### src/hw/rtl/lfo_pkg.sv
package lfo_pkg;

    // Event selector codes.
    typedef enum logic [2:0] {
        K_METRICS  = 3'd0,
        K_CRC_ERR  = 3'd1,
        K_ACK_MISS = 3'd2,
        K_ACK_OK   = 3'd3,
        K_TICK     = 3'd4,
        K_FORCE    = 3'd5,
        K_RELEASE  = 3'd6
    } kind_t;

    // Link identifiers.
    localparam logic [1:0] LK_NONE = 2'd0;
    localparam logic [1:0] LK_WIFI = 2'd1;
    localparam logic [1:0] LK_FSO  = 2'd2;
    localparam logic [1:0] LK_LORA = 2'd3;

    // Reported state codes.
    localparam logic [2:0] SC_IDLE = 3'd0;
    localparam logic [2:0] SC_WIFI = 3'd1;
    localparam logic [2:0] SC_FSO  = 3'd2;
    localparam logic [2:0] SC_LORA = 3'd3;
    localparam logic [2:0] SC_WARN = 3'd4;

    // Configuration register indexes.
    localparam logic [2:0] CFG_FSO_DEGRADE  = 3'd0;
    localparam logic [2:0] CFG_FSO_RECOVER  = 3'd1;
    localparam logic [2:0] CFG_WIFI_DEGRADE = 3'd2;
    localparam logic [2:0] CFG_WIFI_RECOVER = 3'd3;
    localparam logic [2:0] CFG_CRC_DEGRADE  = 3'd4;
    localparam logic [2:0] CFG_CRC_RECOVER  = 3'd5;
    localparam logic [2:0] CFG_STABLE_HOLD  = 3'd6;
    localparam logic [2:0] CFG_WARN_HOLD    = 3'd7;

    typedef enum logic [4:0] {
        ST_IDLE = 5'b00001,
        ST_WIFI = 5'b00010,
        ST_FSO  = 5'b00100,
        ST_LORA = 5'b01000,
        ST_WARN = 5'b10000
    } state_t;

    // Link selector state that a transition touches.
    typedef struct packed {
        state_t      cur;
        state_t      prev;
        logic [15:0] stable;
    } fsm_t;

    // Link health derived from the averages, CRC rate and ACK misses.
    typedef struct packed {
        logic fso_healthy;
        logic fso_degraded;
        logic wifi_healthy;
        logic wifi_degraded;
    } health_t;

endpackage

### src/hw/rtl/lfo_ram.sv
module lfo_ram #(
    parameter int WIDTH = 1,
    parameter int DEPTH = 64
) (
    input  logic                     clk,
    input  logic                     wr_en,
    input  logic [$clog2(DEPTH)-1:0] wr_addr,
    input  logic [WIDTH-1:0]         wr_data,
    input  logic [$clog2(DEPTH)-1:0] rd_addr,
    output logic [WIDTH-1:0]         rd_data
);

    logic [WIDTH-1:0] mem_reg [DEPTH];
    logic [WIDTH-1:0] rd_data_reg;

    always_ff @(posedge clk)
    begin
        if (wr_en)
        begin
            mem_reg[wr_addr] <= wr_data;
        end
        rd_data_reg <= mem_reg[rd_addr];
    end

    assign rd_data = rd_data_reg;

endmodule

### src/hw/rtl/link_failover_fsm.sv
// A request is taken into the input register, then its result into the result register; an output stall holds it.
// Throughput: one request per cycle while out_stall is low; the input register, the single-pass update and
// the result register form a two-stage pipeline, and the CRC window RAM is read ahead.
// Reset (rst_n, asynchronous, active low) returns to Wi-Fi active with cleared
// averages, timers, counters and override; the CRC window counts as all clear at once.
module link_failover_fsm
    import lfo_pkg::*;
#(
    parameter int WINDOW_LEN = 64,
    parameter int ALPHA_Q8   = 51,
    parameter int ACK_LIMIT  = 3
) (
    input  logic              clk,
    input  logic              rst_n,
    input  logic              in_valid,
    output logic              in_stall,
    input  logic [2:0]        kind,
    input  logic [11:0]       fso_sample_mv,
    input  logic signed [7:0] wifi_rssi,
    input  logic [15:0]       elapsed_ms,
    input  logic [1:0]        link_choice,
    output logic              out_valid,
    input  logic              out_stall,
    output logic [2:0]        link_state,
    output logic [1:0]        active_link,
    output logic [1:0]        backup_link,
    output logic [6:0]        crc_rate_pct,
    output logic [7:0]        ack_fail_count,
    input  logic              cfg_valid,
    output logic              cfg_ready,
    input  logic [2:0]        cfg_index,
    input  logic [15:0]       cfg_data
);

    localparam int POS_W = $clog2(WINDOW_LEN);
    localparam int REM_W = $clog2(WINDOW_LEN);
    localparam int Q100  = 100 / WINDOW_LEN;
    localparam int R100  = 100 % WINDOW_LEN;

    localparam logic [POS_W-1:0]  POS_LAST  = POS_W'(WINDOW_LEN - 1);
    localparam logic [REM_W:0]    REM_LEN   = (REM_W + 1)'(WINDOW_LEN);
    localparam logic [REM_W:0]    REM_STEP  = (REM_W + 1)'(R100);
    localparam logic [6:0]        RATE_STEP = 7'(Q100);
    localparam logic signed [9:0] ALPHA_S   = 10'(ALPHA_Q8);
    localparam logic [7:0]        ACK_LIM   = 8'(ACK_LIMIT);

    // Configuration registers.
    logic [11:0]       fso_degrade_reg, fso_recover_reg;
    logic signed [7:0] wifi_degrade_reg, wifi_recover_reg;
    logic [6:0]        crc_degrade_reg, crc_recover_reg;
    logic [15:0]       stable_hold_reg, warn_hold_reg;

    // Input register.
    logic              iv_reg;
    kind_t             kind_reg;
    logic [11:0]       fso_sample_reg;
    logic signed [7:0] wifi_rssi_reg;
    logic [15:0]       elapsed_reg;
    logic [1:0]        link_choice_reg;

    // Block state.
    state_t            cur_state_reg, cur_state_next;
    state_t            prev_state_reg, prev_state_next;
    logic [15:0]       stable_timer_reg, stable_timer_next;
    logic [15:0]       warn_timer_reg, warn_timer_next;
    logic [19:0]       fso_avg_reg, fso_avg_next;
    logic signed [15:0] wifi_avg_reg, wifi_avg_next;
    logic [POS_W-1:0]  window_pos_reg, window_pos_next;
    logic              wrapped_reg, wrapped_next;
    logic [6:0]        crc_rate_reg, crc_rate_next;
    logic [REM_W-1:0]  crc_rem_reg, crc_rem_next;
    logic [7:0]        ack_misses_reg, ack_misses_next;
    logic              override_on_reg, override_on_next;
    logic [1:0]        override_link_reg, override_link_next;

    // Result register.
    logic              out_valid_reg;
    logic [2:0]        link_state_reg;
    logic [1:0]        active_link_reg, backup_link_reg;
    logic [6:0]        crc_rate_out_reg;
    logic [7:0]        ack_fail_reg;

    logic              advance;
    logic              push_en, push_bit, old_bit;
    logic [0:0]        win_rd_data;

    logic signed [20:0] fso_diff;
    logic signed [30:0] fso_prod, fso_sum;
    logic signed [16:0] wifi_diff;
    logic signed [26:0] wifi_prod, wifi_sum;

    health_t           hlt;
    logic [15:0]       st_dec, wt_dec;
    fsm_t              f0, f1, f2, f_ov;
    state_t            eval0, eval1, ov_target;
    logic [15:0]       tick_warn;
    logic              fso_ok_n, wifi_ok_n;
    logic [1:0]        act_n, bak_n;
    logic [REM_W:0]    rem_sum;

    function automatic state_t evaluate(state_t cur, state_t prev, health_t h);
        state_t r;
        r = ST_IDLE;
        case (cur)
            ST_IDLE, ST_LORA:
            begin
                if (h.wifi_healthy) r = ST_WIFI;
                else if (h.fso_healthy) r = ST_FSO;
                else r = ST_LORA;
            end
            ST_WIFI:
            begin
                if (h.wifi_degraded) r = h.fso_healthy ? ST_WARN : ST_LORA;
                else r = ST_WIFI;
            end
            ST_FSO:
            begin
                if (h.fso_degraded) r = h.wifi_healthy ? ST_WARN : ST_LORA;
                else r = ST_FSO;
            end
            ST_WARN:
            begin
                r = ST_WARN;
                if (prev == ST_WIFI)
                begin
                    if (h.fso_degraded && !h.wifi_healthy) r = ST_LORA;
                    else if (!h.fso_degraded) r = ST_FSO;
                    else if (!h.wifi_degraded) r = ST_WIFI;
                end
                else
                begin
                    if (h.wifi_degraded && !h.fso_healthy) r = ST_LORA;
                    else if (!h.wifi_degraded) r = ST_WIFI;
                    else if (!h.fso_degraded) r = ST_FSO;
                end
            end
            default: r = ST_IDLE;
        endcase
        return r;
    endfunction

    // A transition is blocked during the hold-off unless it enters warning.
    function automatic fsm_t move_to(fsm_t f, state_t target, logic [15:0] hold);
        fsm_t r;
        r = f;
        if (target != f.cur && !(f.stable != 16'd0 && target != ST_WARN))
        begin
            r.prev   = f.cur;
            r.cur    = target;
            r.stable = hold;
        end
        return r;
    endfunction

    function automatic logic [2:0] state_code(state_t s);
        logic [2:0] c;
        case (s)
            ST_WIFI: c = SC_WIFI;
            ST_FSO:  c = SC_FSO;
            ST_LORA: c = SC_LORA;
            ST_WARN: c = SC_WARN;
            default: c = SC_IDLE;
        endcase
        return c;
    endfunction

    // Handshakes.
    assign advance   = iv_reg && (!out_valid_reg || !out_stall);
    assign in_stall  = iv_reg && !advance;
    assign cfg_ready = 1'b1;

    always_ff @(posedge clk or negedge rst_n)
    begin
        if (!rst_n)
        begin
            fso_degrade_reg  <= 12'd1800;
            fso_recover_reg  <= 12'd2000;
            wifi_degrade_reg <= -8'sd75;
            wifi_recover_reg <= -8'sd65;
            crc_degrade_reg  <= 7'd20;
            crc_recover_reg  <= 7'd5;
            stable_hold_reg  <= 16'd3000;
            warn_hold_reg    <= 16'd500;
        end
        else if (cfg_valid && cfg_ready)
        begin
            case (cfg_index)
                CFG_FSO_DEGRADE:  fso_degrade_reg  <= cfg_data[11:0];
                CFG_FSO_RECOVER:  fso_recover_reg  <= cfg_data[11:0];
                CFG_WIFI_DEGRADE: wifi_degrade_reg <= $signed(cfg_data[7:0]);
                CFG_WIFI_RECOVER: wifi_recover_reg <= $signed(cfg_data[7:0]);
                CFG_CRC_DEGRADE:  crc_degrade_reg  <= cfg_data[6:0];
                CFG_CRC_RECOVER:  crc_recover_reg  <= cfg_data[6:0];
                CFG_STABLE_HOLD:  stable_hold_reg  <= cfg_data;
                CFG_WARN_HOLD:    warn_hold_reg    <= cfg_data;
                default: ;
            endcase
        end
    end

    // Input register.
    always_ff @(posedge clk or negedge rst_n)
    begin
        if (!rst_n)
        begin
            iv_reg <= 1'b0;
        end
        else if (!in_stall)
        begin
            iv_reg <= in_valid;
        end
    end

    always_ff @(posedge clk)
    begin
        if (in_valid && !in_stall)
        begin
            kind_reg        <= kind_t'(kind);
            fso_sample_reg  <= fso_sample_mv;
            wifi_rssi_reg   <= wifi_rssi;
            elapsed_reg     <= elapsed_ms;
            link_choice_reg <= link_choice;
        end
    end

    // CRC error window. Entries are written in order from zero, so the entry at the
    // write pointer holds valid data exactly when the pointer has wrapped at least once.
    assign push_en  = advance && (kind_reg == K_CRC_ERR || kind_reg == K_ACK_OK);
    assign push_bit = (kind_reg == K_CRC_ERR);
    assign old_bit  = wrapped_reg && win_rd_data[0];

    always_comb
    begin
        window_pos_next = window_pos_reg;
        wrapped_next    = wrapped_reg;
        if (push_en)
        begin
            if (window_pos_reg == POS_LAST)
            begin
                window_pos_next = '0;
                wrapped_next    = 1'b1;
            end
            else
            begin
                window_pos_next = window_pos_reg + 1'b1;
            end
        end
    end

    lfo_ram #(
        .WIDTH (1),
        .DEPTH (WINDOW_LEN)
    ) u_window (
        .clk     (clk),
        .wr_en   (push_en),
        .wr_addr (window_pos_reg),
        .wr_data (push_bit),
        .rd_addr (window_pos_next),
        .rd_data (win_rd_data)
    );

    // The CRC percent is kept as quotient and remainder of 100 * errors over
    // the window length, so each error added or dropped is one small step.
    always_comb
    begin
        crc_rate_next = crc_rate_reg;
        crc_rem_next  = crc_rem_reg;
        rem_sum       = {1'b0, crc_rem_reg} + REM_STEP;
        if (push_en && push_bit && !old_bit)
        begin
            if (rem_sum >= REM_LEN)
            begin
                crc_rem_next  = REM_W'(rem_sum - REM_LEN);
                crc_rate_next = crc_rate_reg + RATE_STEP + 7'd1;
            end
            else
            begin
                crc_rem_next  = rem_sum[REM_W-1:0];
                crc_rate_next = crc_rate_reg + RATE_STEP;
            end
        end
        else if (push_en && !push_bit && old_bit)
        begin
            if ({1'b0, crc_rem_reg} >= REM_STEP)
            begin
                crc_rem_next  = REM_W'({1'b0, crc_rem_reg} - REM_STEP);
                crc_rate_next = crc_rate_reg - RATE_STEP;
            end
            else
            begin
                crc_rem_next  = REM_W'({1'b0, crc_rem_reg} + REM_LEN - REM_STEP);
                crc_rate_next = crc_rate_reg - RATE_STEP - 7'd1;
            end
        end
    end

    // Averages as avg + alpha * (sample - avg), rounded half up.
    assign fso_diff  = $signed({1'b0, fso_sample_reg, 8'h00}) - $signed({1'b0, fso_avg_reg});
    assign fso_prod  = 31'(fso_diff) * 31'(ALPHA_S);
    assign fso_sum   = $signed({3'b000, fso_avg_reg, 8'h00}) + fso_prod + 31'sd128;
    assign wifi_diff = 17'($signed({wifi_rssi_reg, 8'h00})) - 17'(wifi_avg_reg);
    assign wifi_prod = 27'(wifi_diff) * 27'(ALPHA_S);
    assign wifi_sum  = 27'($signed({wifi_avg_reg, 8'h00})) + wifi_prod + 27'sd128;

    // Health from the state before the request; a tick does not change it.
    always_comb
    begin
        hlt.fso_healthy   = (fso_avg_reg >= {fso_recover_reg, 8'h00}) &&
                            (crc_rate_reg < crc_recover_reg);
        hlt.fso_degraded  = (fso_avg_reg < {fso_degrade_reg, 8'h00}) ||
                            (crc_rate_reg >= crc_degrade_reg);
        hlt.wifi_healthy  = (wifi_avg_reg >= $signed({wifi_recover_reg, 8'h00})) &&
                            (crc_rate_reg < crc_recover_reg);
        hlt.wifi_degraded = (wifi_avg_reg < $signed({wifi_degrade_reg, 8'h00})) ||
                            (crc_rate_reg >= crc_degrade_reg) ||
                            (ack_misses_reg >= ACK_LIM);
    end

    // Tick: count down, settle an expired warning, then evaluate once more; under an override, move to the forced link.
    always_comb
    begin
        st_dec = (stable_timer_reg > elapsed_reg) ? stable_timer_reg - elapsed_reg : 16'd0;
        wt_dec = (warn_timer_reg > elapsed_reg) ? warn_timer_reg - elapsed_reg : 16'd0;
        f0.cur    = cur_state_reg;
        f0.prev   = prev_state_reg;
        f0.stable = st_dec;
        eval0 = evaluate(cur_state_reg, prev_state_reg, hlt);
        if (warn_timer_reg != 16'd0 && wt_dec == 16'd0 && cur_state_reg == ST_WARN)
        begin
            f1 = move_to(f0, eval0, stable_hold_reg);
        end
        else
        begin
            f1 = f0;
        end
        eval1 = evaluate(f1.cur, f1.prev, hlt);
        tick_warn = wt_dec;
        if (eval1 != f1.cur && f1.cur != ST_WARN && eval1 == ST_WARN)
        begin
            f2.cur    = ST_WARN;
            f2.prev   = f1.cur;
            f2.stable = f1.stable;
            tick_warn = warn_hold_reg;
        end
        else
        begin
            f2 = move_to(f1, eval1, stable_hold_reg);
        end

        case (override_link_reg)
            LK_WIFI: ov_target = ST_WIFI;
            LK_FSO:  ov_target = ST_FSO;
            LK_LORA: ov_target = ST_LORA;
            default: ov_target = ST_IDLE;
        endcase
        f_ov.cur    = cur_state_reg;
        f_ov.prev   = prev_state_reg;
        f_ov.stable = stable_timer_reg;
        f_ov = move_to(f_ov, ov_target, stable_hold_reg);
    end

    always_comb
    begin
        cur_state_next     = cur_state_reg;
        prev_state_next    = prev_state_reg;
        stable_timer_next  = stable_timer_reg;
        warn_timer_next    = warn_timer_reg;
        fso_avg_next       = fso_avg_reg;
        wifi_avg_next      = wifi_avg_reg;
        ack_misses_next    = ack_misses_reg;
        override_on_next   = override_on_reg;
        override_link_next = override_link_reg;
        case (kind_reg)
            K_METRICS:
            begin
                fso_avg_next  = fso_sum[27:8];
                wifi_avg_next = wifi_sum[23:8];
            end
            K_ACK_MISS:
            begin
                if (ack_misses_reg != 8'hFF) ack_misses_next = ack_misses_reg + 8'd1;
            end
            K_ACK_OK:
            begin
                ack_misses_next = 8'd0;
            end
            K_TICK:
            begin
                if (override_on_reg)
                begin
                    cur_state_next    = f_ov.cur;
                    prev_state_next   = f_ov.prev;
                    stable_timer_next = f_ov.stable;
                end
                else
                begin
                    cur_state_next    = f2.cur;
                    prev_state_next   = f2.prev;
                    stable_timer_next = f2.stable;
                    warn_timer_next   = tick_warn;
                end
            end
            K_FORCE:
            begin
                override_on_next   = 1'b1;
                override_link_next = link_choice_reg;
            end
            K_RELEASE:
            begin
                override_on_next   = 1'b0;
                override_link_next = LK_NONE;
            end
            default: ;
        endcase
    end

    // Link view after the request.
    always_comb
    begin
        fso_ok_n  = (fso_avg_next >= {fso_recover_reg, 8'h00});
        wifi_ok_n = (wifi_avg_next >= $signed({wifi_recover_reg, 8'h00}));
        act_n = LK_NONE;
        bak_n = LK_NONE;
        case (cur_state_next)
            ST_WIFI:
            begin
                act_n = LK_WIFI;
                bak_n = LK_FSO;
            end
            ST_FSO:
            begin
                act_n = LK_FSO;
                bak_n = LK_WIFI;
            end
            ST_LORA:
            begin
                act_n = LK_LORA;
                bak_n = wifi_ok_n ? LK_WIFI : (fso_ok_n ? LK_FSO : LK_NONE);
            end
            ST_WARN:
            begin
                act_n = (prev_state_next == ST_WIFI) ? LK_WIFI : LK_FSO;
                bak_n = (prev_state_next == ST_WIFI) ? LK_FSO : LK_WIFI;
            end
            default: ;
        endcase
    end

    always_ff @(posedge clk or negedge rst_n)
    begin
        if (!rst_n)
        begin
            cur_state_reg     <= ST_WIFI;
            prev_state_reg    <= ST_IDLE;
            stable_timer_reg  <= 16'd0;
            warn_timer_reg    <= 16'd0;
            fso_avg_reg       <= 20'd0;
            wifi_avg_reg      <= 16'sd0;
            window_pos_reg    <= '0;
            wrapped_reg       <= 1'b0;
            crc_rate_reg      <= 7'd0;
            crc_rem_reg       <= '0;
            ack_misses_reg    <= 8'd0;
            override_on_reg   <= 1'b0;
            override_link_reg <= LK_NONE;
        end
        else if (advance)
        begin
            cur_state_reg     <= cur_state_next;
            prev_state_reg    <= prev_state_next;
            stable_timer_reg  <= stable_timer_next;
            warn_timer_reg    <= warn_timer_next;
            fso_avg_reg       <= fso_avg_next;
            wifi_avg_reg      <= wifi_avg_next;
            window_pos_reg    <= window_pos_next;
            wrapped_reg       <= wrapped_next;
            crc_rate_reg      <= crc_rate_next;
            crc_rem_reg       <= crc_rem_next;
            ack_misses_reg    <= ack_misses_next;
            override_on_reg   <= override_on_next;
            override_link_reg <= override_link_next;
        end
    end

    // Result register.
    always_ff @(posedge clk or negedge rst_n)
    begin
        if (!rst_n)
        begin
            out_valid_reg <= 1'b0;
        end
        else if (!out_valid_reg || !out_stall)
        begin
            out_valid_reg <= advance;
        end
    end

    always_ff @(posedge clk)
    begin
        if (advance)
        begin
            link_state_reg   <= state_code(cur_state_next);
            active_link_reg  <= act_n;
            backup_link_reg  <= bak_n;
            crc_rate_out_reg <= crc_rate_next;
            ack_fail_reg     <= ack_misses_next;
        end
    end

    assign out_valid      = out_valid_reg;
    assign link_state     = link_state_reg;
    assign active_link    = active_link_reg;
    assign backup_link    = backup_link_reg;
    assign crc_rate_pct   = crc_rate_out_reg;
    assign ack_fail_count = ack_fail_reg;

`ifndef SYNTH
    a_rate_bound: assert property (@(posedge clk) disable iff (!rst_n)
        crc_rate_reg <= 7'd100)
        else $error("CRC percent exceeds 100");

    a_rem_bound: assert property (@(posedge clk) disable iff (!rst_n)
        {1'b0, crc_rem_reg} < REM_LEN)
        else $error("CRC remainder not below window length");

    a_state_onehot: assert property (@(posedge clk) disable iff (!rst_n)
        $onehot(cur_state_reg) && $onehot(prev_state_reg))
        else $error("state register lost its one-hot code");

    a_no_stall_when_empty: assert property (@(posedge clk) disable iff (!rst_n)
        !out_valid_reg |-> !in_stall)
        else $error("input stalled while result register is empty");
`endif

endmodule
### config.mk
export PLATFORM = sky130hd
export DESIGN_NAME = link_failover_fsm
export DESIGN_NICKNAME = d
export VERILOG_FILES = /design/src/hw/rtl/lfo_pkg.sv /design/src/hw/rtl/lfo_ram.sv /design/src/hw/rtl/link_failover_fsm.sv
export SDC_FILE = /design/constraint.sdc
export NUM_CORES = 1
export LEC_CHECK = 0
export BUFFER_PORTS_ARGS = -buffer_cell sky130_fd_sc_hd__buf_4
export CAP_MARGIN = 20
export CORE_AREA = 10 10 202 347
export CTS_CLUSTER_SIZE = 14
export DETAILED_ROUTE_END_ITERATION = 7
export DIE_AREA = 0 0 212 357
export HOLD_SLACK_MARGIN = 0.03
export PLACE_DENSITY = 0.53
export REMOVE_ABC_BUFFERS = 1
export SLEW_MARGIN = 15
export SYNTH_ARGS = -nofsm -noshare
export SYNTH_HDL_FRONTEND = slang
export SYNTH_SLANG_ARGS = --single-unit
### constraint.sdc
create_clock -name clk -period 8.1 [get_ports clk]
set_input_delay 2.025 -clock clk [delete_from_list [all_inputs] [get_ports clk]]
set_output_delay 2.025 -clock clk [all_outputs]
set_load 0.005 [all_outputs]
==> results of run 1 <==
## worst register-to-register path, delay by kind of cell (launching register included)
family                   cells  cell delay, ns
AO/OA/AOI/OAI               15            2.64
adder cells (fa/ha/maj)      7            2.59
buffers and inverters        8            0.88
flip-flops                   1            0.35
AND/OR/NAND/NOR             10            1.62
## cells in the mapped netlist (all sizes together), types with 16 or more instances
master	instances
nand2b	32
o21a	36
nand4	26
fa	102
nor2	180
a21o	36
nor4	22
a211oi	40
dfstp	41
nor3	66
o22ai	25
mux4	16
ha	276
dfrtp	154
a21oi	121
mux2	74
clkbuf	75
xor2	42
xnor2	64
nand2	211
and2	20
buf	17
o211ai	16
a31oi	30
nand3	40
inv	249
o21ai	175
nor2b	17
o31ai	17
edfxtp	127
## cell type report
type,instances,area [sq um]
timing repair buffer,259,1970
multi-input combinational,1895,15600
inverter,253,950
sequential,323,8760
clock buffer,44,993
clock inverter,20,154
fill,5999,34700
tap,812,1020
## routing by layer
| metal | vias to the layer above | share of wire |
|---|---|---|
| li1 | 9590 | - |
| met1 | 9793 | 0.37 |
| met2 | 384 | 0.55 |
| met3 | 155 | 0.026 |
| met4 | 0 | 0.058 |
| met5 | - | 0 |
## worst paths after layout
check / from / to / slack (ns) / cells after the start
hold reg to reg: crc_rem_reg[5] / crc_rem_reg[5] / 0.50 / 1
max in group asynchronous: rst_n / warn_timer_reg[6] / 5.46 / 2
setup / recovery: fso_avg_reg[1] / backup_link[1] / -0.11 / 40
hold / removal: crc_rem_reg[5] / crc_rem_reg[5] / 0.50 / 1
min in group asynchronous: rst_n / prev_state_reg[4] / 1.43 / 1
setup reg to reg: fso_avg_reg[1] / backup_link[1] / -0.11 / 40
## logic make-up (layout without fill, tap and decap cells)
| family | after synthesis | in the layout |
|---|---|---|
| other | 1 | 1 |
| adder cells (fa/ha/maj) | 379 | 379 |
| AND/OR/NAND/NOR | 693 | 693 |
| multiplexers | 105 | 105 |
| AO/OA/AOI/OAI | 611 | 611 |
| buffers and inverters | 345 | 576 |
| flip-flops | 323 | 323 |
| XOR/XNOR | 106 | 106 |
## through the flow
stage | std cells | instance area, sq um | TNS [ns] | hold WS (ns) | worst slack, ns
floorplan | 2471 | 25100 | -0.0169 | 0.457 | -0.0169
finish | 3606 | 29500 | -0.107 | 0.497 | -0.107
global route | 3606 | 29500 | -0.606 | 0.520 | -0.584
detailed placement | 3530 | 28000 | -0.849 | 0.487 | -0.849
global placement | 3530 | 28000 | -0.709 | 0.474 | -0.709
CTS | 3601 | 29300 | -0.112 | 0.502 | -0.112
## timing repair
action / in CTS / in global routing
buffers inserted: 9 / 4
setup endpoints to repair: 2 / 2
pin swaps: 43 / 25
gates resized for setup: 34 / 18
==> metrics.md, run 1 <==
| Metric | Value |
|---|---|
| HPWL after DPL | `58.2 mm` |
| DRT Pass-1 Iters | `5` |
| Gr usage total | `0.197` |
| Crit path max fanout | `5` |
| Hold buffer count at cts | `0` |
| WS Path Type | `flop to flop` |
| Core ar. | `0.0642 sq mm` |
| Post-synthesis cell type count | `113` |
| Tmin final | `8.21 ns` |
| Root buffer cell | `clkbuf_16` |
| Row count | `123` |
| Tightest Pin Transition | `0.997 ns` |
| Pin count of the biggest net entering global routing | `144` |
| Final WL | `74.6 mm` |
| Ports | `90` |
| Failing checks | `negative setup slack` |
| Post-Syn Area | `0.0255 sq mm` |
| Number of flops mapped to enable cells by yosys | `127` |
| Die height | `357 um` |
| Die extent in x | `212 um` |
| Commonest non-fill, non-tap cell in the layout | `ha_1` |
| Final ANT Viol Nets | `0` |
| Required time of the critical path | `8.50 ns` |
| Synth Warn # | `0` |
| Ys async rst share | `0.604` |
| DR iter-0 viols | `1116` |
| GRT met2 Usage | `0.382` |
| Tcrit/Tclk final | `1.01` |
| Post-synthesis mux area share | `0.0529` |
| Most frequent cells in the layout | `ha_1, buf_4, inv_1` |
| Worst-Skew Late Latency | `0.56 ns` |
| Via count | `19900` |
| Total CTS buffers | `35` |
| N_diodes | `0` |
| Register area share after synthesis | `0.344` |
| Outcome | `finished, violations left` |
| Register bit count reported by yosys | `323` |
| Worst Setup End Kind | `flop` |
| Initial core utilization | `0.397` |
| H-tree lvl count | `2` |
| CP top delay family | `compound AO/OA/AOI/OAI gates` |
| Hold Path Class | `flop to flop` |
| Post-Synthesis Cells | `2563` |
| Pins over their slew limit | `0` |
| # setup viols final | `1` |
| GPL Wtd Cong | `0.902` |
| Share of cells above drive strength 1 | `0.202` |
| Most common cell on crit path | `o21a_1` |
| Max Fclk | `0.122 GHz` |
| DIE AREA | `0.0757 sq mm` |
| Final #Nets | `3210` |
| Arr. time, crit path | `8.60 ns` |
| Final core area utilization | `0.459` |
| Vias in the first global route | `21200` |
| TritonCTS clock tree | `done` |
| Initial antenna violation count | `0` |
| Met3 usage | `0.0183` |
| Post-synthesis simple-gate area fraction | `0.134` |
| Startpoint types | `flop` |
| Mean post-synth cell area | `9.93 sq um` |
| WP buf/inv | `8` |
| Worst-path clk slew | `0.07 ns` |
| Largest cells by area after synthesis | `dfrtp_1, edfxtp_1, ha_1` |
| Total gr overflow | `0` |
| Largest family of logic cells by synthesized area | `adder cells` |
| Busiest layer in global routing | `met2` |
| Clk_skew | `0.0218 ns` |
| Compound-Gate Fraction of Synth Area | `0.164` |
| Drt via density | `5.52` |
| Setup ws final | `-0.107 ns` |
| Final hold vios | `0` |
| IO Port Bufs | `88` |
| Max reg flops | `64` |
| M1 GR Usage | `0.200` |
| Top cell type's share of synthesized area | `0.151` |
| Drt drc | `0` |
| Crit-path max cell delay | `0.56 ns` |
| Synthesis-to-finish area growth | `15.8%` |
| Post-synthesis xor/xnor area fraction | `0.0368` |
| Leading area contributor after synthesis | `dfrtp_1` |
| Max-Cap Viols | `0` |
| RSZ-0062 raised after global routing | `yes` |
| Adder-Cell Fraction of Synth Area | `0.216` |
| Most used flip-flop cell after synthesis | `dfrtp_1` |
| Clock Path Buffers | `3` |
| Worst path slowest cell | `fa_1` |
| Clock Sinks | `323` |
| First-pass GRT wire length | `117 mm` |
| Headroom to the max-slew limit | `0.330` |
| Wire per inst | `20.7 um` |
Power of run 1 is not shown: default switching activity piles up to over one toggle a cycle in this logic, so the estimate is an artifact.
==> run 2, diff against run 1 <==
--- a/config.mk
+++ b/config.mk
@@ -7,10 +7,10 @@
 export LEC_CHECK = 0
 export BUFFER_PORTS_ARGS = -buffer_cell sky130_fd_sc_hd__buf_4
 export CAP_MARGIN = 20
-export CORE_AREA = 10 10 202 347
+export CORE_AREA = 10 10 264 266
 export CTS_CLUSTER_SIZE = 14
 export DETAILED_ROUTE_END_ITERATION = 7
-export DIE_AREA = 0 0 212 357
+export DIE_AREA = 0 0 274 276
 export HOLD_SLACK_MARGIN = 0.03
 export PLACE_DENSITY = 0.53
 export REMOVE_ABC_BUFFERS = 1
==> metrics.md, run 2 (synthesis results as in run 1) <==
| Metric | Value |
|---|---|
| Root buffer cell | `clkbuf_16 (unchanged)` |
| Max-Cap Viols | `0 (unchanged)` |
| R2r worst-path depth | `41 (was 40)` |
| GRT met2 Usage | `0.298 (was 0.382)` |
| Tightest Pin Transition | `1.00 ns (was 0.997 ns)` |
| H-tree lvl count | `2 (unchanged)` |
| Clock Path Buffers | `3 (unchanged)` |
| Design area | `0.0299 sq mm (was 0.0295 sq mm)` |
| Clock Sinks | `323 (unchanged)` |
| DR iter-0 viols | `1332 (was 1116)` |
| CP top delay family | `adder cells (was compound AO/OA/AOI/OAI gates)` |
| Final ANT Viol Nets | `0 (unchanged)` |
| Pins over their slew limit | `0 (unchanged)` |
| Wire per inst | `18.6 um (was 20.7 um)` |
| DRT Pass-1 Iters | `5 (unchanged)` |
| IO Port Bufs | `88 (unchanged)` |
| Register area | `0.00876 sq mm (unchanged)` |
| Arr. time, crit path | `8.61 ns (was 8.60 ns)` |
| Fill cells | `6058 (was 5999)` |
| Clk_skew | `0.0306 ns (was 0.0218 ns)` |
| Met3 usage | `0.0229 (was 0.0183)` |
| Worst-path clk slew | `0.05 ns (was 0.07 ns)` |
| Die extent in x | `274 um (was 212 um)` |
| Most frequent cells in the layout | `buf_4, ha_1, inv_1 (was ha_1, buf_4, inv_1)` |
| Area of the multi-input gates | `0.0157 sq mm (was 0.0156 sq mm)` |
| Die height | `276 um (was 357 um)` |
| RSZ-0062 raised after global routing | `yes (unchanged)` |
| Worst r2r dst | `backup_link[1] (unchanged)` |
| WP buf/inv | `5 (was 8)` |
| R2R setup slack | `-0.09 ns (was -0.11 ns)` |
| WS Path Type | `flop to flop (unchanged)` |
| Failing checks | `negative setup slack (unchanged)` |
| Initial core utilization | `0.397 (about the same)` |
| Crit path max fanout | `3 (was 5)` |
| Hold Path Class | `flop to flop (unchanged)` |
| Setup WS pre-CTS | `-0.958 ns (was -0.849 ns)` |
| R2r startpoint | `fso_sample_reg[0] (was fso_avg_reg[1])` |
| Share of cells above drive strength 1 | `0.205 (was 0.202)` |
| Worst-Skew Late Latency | `0.58 ns (was 0.56 ns)` |
| Commonest non-fill, non-tap cell in the layout | `buf_4 (was ha_1)` |
| DIE AREA | `0.0756 sq mm (was 0.0757 sq mm)` |
| First-pass GRT wire length | `111 mm (was 117 mm)` |
| Synthesis-to-finish area growth | `17.3% (was 15.8%)` |
| Required time of the critical path | `8.52 ns (was 8.50 ns)` |
| Row count | `93 (was 123)` |
| Startpoint types | `flop (unchanged)` |
| Headroom to the max-slew limit | `0.329 (was 0.330)` |
| Setup ws final | `-0.0891 ns (was -0.107 ns)` |
| Max Fclk | `0.122 GHz (about the same)` |
| M1 GR Usage | `0.244 (was 0.200)` |
| Min-delay src | `iv_reg (was crc_rem_reg[5])` |
| Ports | `90 (unchanged)` |
| Final #Nets | `3230 (was 3210)` |
| N_diodes | `0 (unchanged)` |
| TritonCTS clock tree | `done (unchanged)` |
| Worst path slowest cell | `fa_1 (unchanged)` |
| Drt drc | `0 (unchanged)` |
| WHS Path Cells | `1 (unchanged)` |
| HPWL after DPL | `51.7 mm (was 58.2 mm)` |
| Max reg flops | `64 (unchanged)` |
| Crit-path max cell delay | `0.56 ns (about the same)` |
| Core ar. | `0.0641 sq mm (was 0.0642 sq mm)` |
| Hold buffer count at cts | `0 (unchanged)` |
| Total gr overflow | `0 (unchanged)` |
| Drt via density | `5.39 (was 5.52)` |
| # setup viols final | `1 (unchanged)` |
| Final hold vios | `0 (unchanged)` |
| Tmin final | `8.19 ns (was 8.21 ns)` |
| Total CTS buffers | `41 (was 35)` |
| Worst hold path endpoint | `out_valid (was crc_rem_reg[5])` |
| Tcrit/Tclk final | `1.01 (about the same)` |
| Busiest layer in global routing | `met2 (unchanged)` |
| Vias in the first global route | `20200 (was 21200)` |
| Worst Setup End Kind | `flop (unchanged)` |
| GPL Wtd Cong | `0.889 (was 0.902)` |
| Outcome | `finished, violations left (unchanged)` |
| Gr usage total | `0.180 (was 0.197)` |
| Via count | `19800 (was 19900)` |
| Pin count of the biggest net entering global routing | `71 (was 144)` |
| Placed cell areas | `0.0281 sq mm (was 0.0280 sq mm)` |
| Final WL | `68.5 mm (was 74.6 mm)` |
| Initial antenna violation count | `0 (unchanged)` |
-- run 2: changes by cell type in the layout (fill, tap and decap cells not counted), moves of 2 or more --
| cell | change |
|---|---|
| clkbuf_16 | +6 |
| a21oi_2 | -5 |
| clkinv_2 | -6 |
| inv_6 | -2 |
| clkinv_1 | +3 |
| a21oi_1 | +5 |
| clkinvlp_4 | +3 |
| buf_4 | +16 |
| buf_6 | -2 |
| clkbuf_1 | +7 |
-- run 2: routing by layer --
metal	wire [um]	part of all wire
met1	31400	0.46
met2	32600	0.48
met5	0	0
met4	1680	0.025
met3	2820	0.041
-- run 2: worst max path at each step --
stage | cells after the start | start | slack, ns | to
after floorplan | 40 | fso_avg_reg[8] | -0.02 | backup_link[1]
after global placement | 42 | fso_avg_reg[8] | -0.74 | backup_link[1]
after detailed placement | 41 | fso_avg_reg[8] | -0.96 | backup_link[1]
after CTS | 41 | fso_sample_reg[0] | -0.17 | backup_link[1]
after global routing | 41 | fso_sample_reg[0] | -0.57 | backup_link[1]
final | 41 | fso_sample_reg[0] | -0.09 | backup_link[1]
-- run 2: through the flow --
step / util / cells / TNS (ns) / hold slack, ns
2_1_floorplan: - / 2471 / -0.0169 / 0.457
3_3_place_gp: 0.438 / 3579 / -0.740 / 0.483
3_5_place_dp: 0.438 / 3579 / -0.958 / 0.494
4_1_cts: 0.463 / 3668 / -0.166 / 0.505
5_1_grt: 0.466 / 3674 / -0.568 / 0.520
6_report: 0.466 / 3674 / -0.0891 / 0.502
-- run 2: layout make-up --
type | instances | share of cell area
clock inverter | 17 | 0.00511
sequential | 323 | 0.294
tap | 855 | 0.0358
timing repair buffer | 273 | 0.0691
multi-input combinational | 1895 | 0.525
inverter | 253 | 0.0318
clock buffer | 58 | 0.0397
-- run 2: timing repair --
item                                    CTS  global route
setup buffers                            16             5
pin swaps                                53            22
hold endpoints to repair                  0             0
endpoints found under the setup margin    1             2
resized for setup                        39            17
Power of run 2 is left out for the same reason.
==> run 3, diff against run 2 <==
--- a/config.mk
+++ b/config.mk
@@ -8,6 +8,7 @@
 export BUFFER_PORTS_ARGS = -buffer_cell sky130_fd_sc_hd__buf_4
 export CAP_MARGIN = 20
 export CORE_AREA = 10 10 264 266
+export CTS_BUF_LIST = sky130_fd_sc_hd__clkbuf_2 sky130_fd_sc_hd__clkbuf_4 sky130_fd_sc_hd__clkbuf_8
 export CTS_CLUSTER_SIZE = 14
 export DETAILED_ROUTE_END_ITERATION = 7
 export DIE_AREA = 0 0 274 276
==> metrics.md, run 3 (synthesis results as in run 1) <==
| Metric | Value |
|---|---|
| Outcome | `finished, violations left (unchanged)` |
| Failing checks | `negative setup slack (unchanged)` |
| Drt via density | `5.37 (was 5.39)` |
| Min-delay src | `iv_reg (unchanged)` |
| # setup viols final | `1 (unchanged)` |
| Root buffer cell | `clkbuf_8 (was clkbuf_16)` |
| Via count | `20000 (was 19800)` |
| Vias in the first global route | `20400 (was 20200)` |
| IO Port Bufs | `88 (unchanged)` |
| Pins over their slew limit | `0 (unchanged)` |
| Startpoint types | `flop (unchanged)` |
| Setup ws final | `-0.142 ns (was -0.0891 ns)` |
| Worst-path clk slew | `0.06 ns (was 0.05 ns)` |
| Wire per inst | `18.4 um (was 18.6 um)` |
| Hold buffer count at cts | `0 (unchanged)` |
| Row count | `93 (unchanged)` |
| Total gr overflow | `0 (unchanged)` |
| Clock Sinks | `323 (unchanged)` |
| Worst Setup End Kind | `flop (unchanged)` |
| Area of the multi-input gates | `0.0156 sq mm (was 0.0157 sq mm)` |
| Share of cells above drive strength 1 | `0.220 (was 0.205)` |
| RSZ-0062 raised after global routing | `yes (unchanged)` |
| H-tree lvl count | `2 (unchanged)` |
| Headroom to the max-slew limit | `0.297 (was 0.329)` |
| WP buf/inv | `8 (was 5)` |
| Tmin final | `8.24 ns (was 8.19 ns)` |
| Design area | `0.0299 sq mm (about the same)` |
| Final WL | `68.3 mm (was 68.5 mm)` |
| Worst path slowest cell | `fa_1 (unchanged)` |
| Final hold vios | `0 (unchanged)` |
| WS Path Type | `flop to flop (unchanged)` |
| GPL Wtd Cong | `0.889 (unchanged)` |
| Clk_skew | `0.0563 ns (was 0.0306 ns)` |
| Max reg flops | `64 (unchanged)` |
| Die height | `276 um (unchanged)` |
| CP Launch Point | `fso_avg_reg[0] (was fso_sample_reg[0])` |
| Final #Nets | `3250 (was 3230)` |
| R2R setup slack | `-0.14 ns (was -0.09 ns)` |
| CP top delay family | `compound AO/OA/AOI/OAI gates (was adder cells)` |
| Max-Cap Viols | `0 (unchanged)` |
| N_diodes | `0 (unchanged)` |
| Tcrit/Tclk final | `1.02 (was 1.01)` |
| First-pass GRT wire length | `111 mm (about the same)` |
| TritonCTS clock tree | `done (unchanged)` |
| Worst-Skew Late Latency | `0.69 ns (was 0.58 ns)` |
| R2r startpoint | `fso_avg_reg[0] (was fso_sample_reg[0])` |
| Arr. time, crit path | `8.75 ns (was 8.61 ns)` |
| Ports | `90 (unchanged)` |
| Initial core utilization | `0.397 (unchanged)` |
| Pin count of the biggest net entering global routing | `71 (unchanged)` |
| Max Fclk | `0.121 GHz (was 0.122 GHz)` |
| Total CTS buffers | `61 (was 41)` |
| Required time of the critical path | `8.60 ns (was 8.52 ns)` |
| Clock Path Buffers | `3 (unchanged)` |
| DIE AREA | `0.0756 sq mm (unchanged)` |
| Most common cell on crit path | `o21a_1` |
| Drt drc | `0 (unchanged)` |
| Final core area utilization | `0.466 (about the same)` |
| Hold Path Class | `flop to flop (unchanged)` |
| Placed cell areas | `0.0281 sq mm (unchanged)` |
| Die extent in x | `274 um (unchanged)` |
| HPWL after DPL | `51.7 mm (unchanged)` |
| DR iter-0 viols | `1332 (unchanged)` |
| Gr usage total | `0.180 (about the same)` |
| Crit-path max cell delay | `0.56 ns (about the same)` |
| Final ANT Viol Nets | `0 (unchanged)` |
| Crit path max fanout | `4 (was 3)` |
| Most frequent cells in the layout | `buf_4, ha_1, inv_1 (unchanged)` |
| Commonest non-fill, non-tap cell in the layout | `buf_4 (unchanged)` |
| Setup WS pre-CTS | `-0.958 ns (unchanged)` |
| Fill cells | `6062 (was 6058)` |
| DRT Pass-1 Iters | `5 (unchanged)` |
| Initial antenna violation count | `1 (was 0)` |
| Tightest Pin Transition | `1.05 ns (was 1.00 ns)` |
| Register area | `0.00876 sq mm (unchanged)` |
| Synthesis-to-finish area growth | `17.3% (about the same)` |
| Core ar. | `0.0641 sq mm (unchanged)` |
run 3: layout make-up:
cell class,count,area share
clock buffers,94,0.0383
flip-flops and latches,323,0.293
well taps,855,0.0358
inverters,253,0.0318
repair buffers,273,0.0691
multi-input cells,1895,0.524
clock inverters,22,0.00750
run 3: per-stage QoR:
stage,setup TNS [ns],std cells,hold WS (ns)
floorplan,-0.0169,2471,0.457
global placement,-0.740,3579,0.483
detailed placement,-0.958,3579,0.494
CTS,-0.170,3710,0.506
global route,-0.549,3715,0.521
finish,-0.142,3715,0.503
run 3: final timing paths:
path	endpoint	depth (start not counted)
min	out_valid	1
max in group asynchronous	ack_misses_reg[0]	2
max reg2reg	backup_link[1]	43
max	backup_link[1]	43
min in group asynchronous	warn_hold_reg[13]	1
min reg2reg	out_valid	1
run 3: what timing repair did:
action,4_1_cts,5_1_grt
pin swaps,58,21
setup endpoints to repair,1,2
gates resized for setup,40,15
setup buffers,17,4
run 3: per-layer routing:
layer  vias to the layer above  part of all wire  routed length, um  global-route usage
met5                         -           0.00016                 11                   0
met4                         2             0.024               1630              0.0466
met3                       105             0.043               2940              0.0250
met2                       417              0.48              32500               0.298
met1                      9736              0.46              31200               0.243
li1                       9697                 -                  -                   -
Power of run 3 is left out for the same reason.
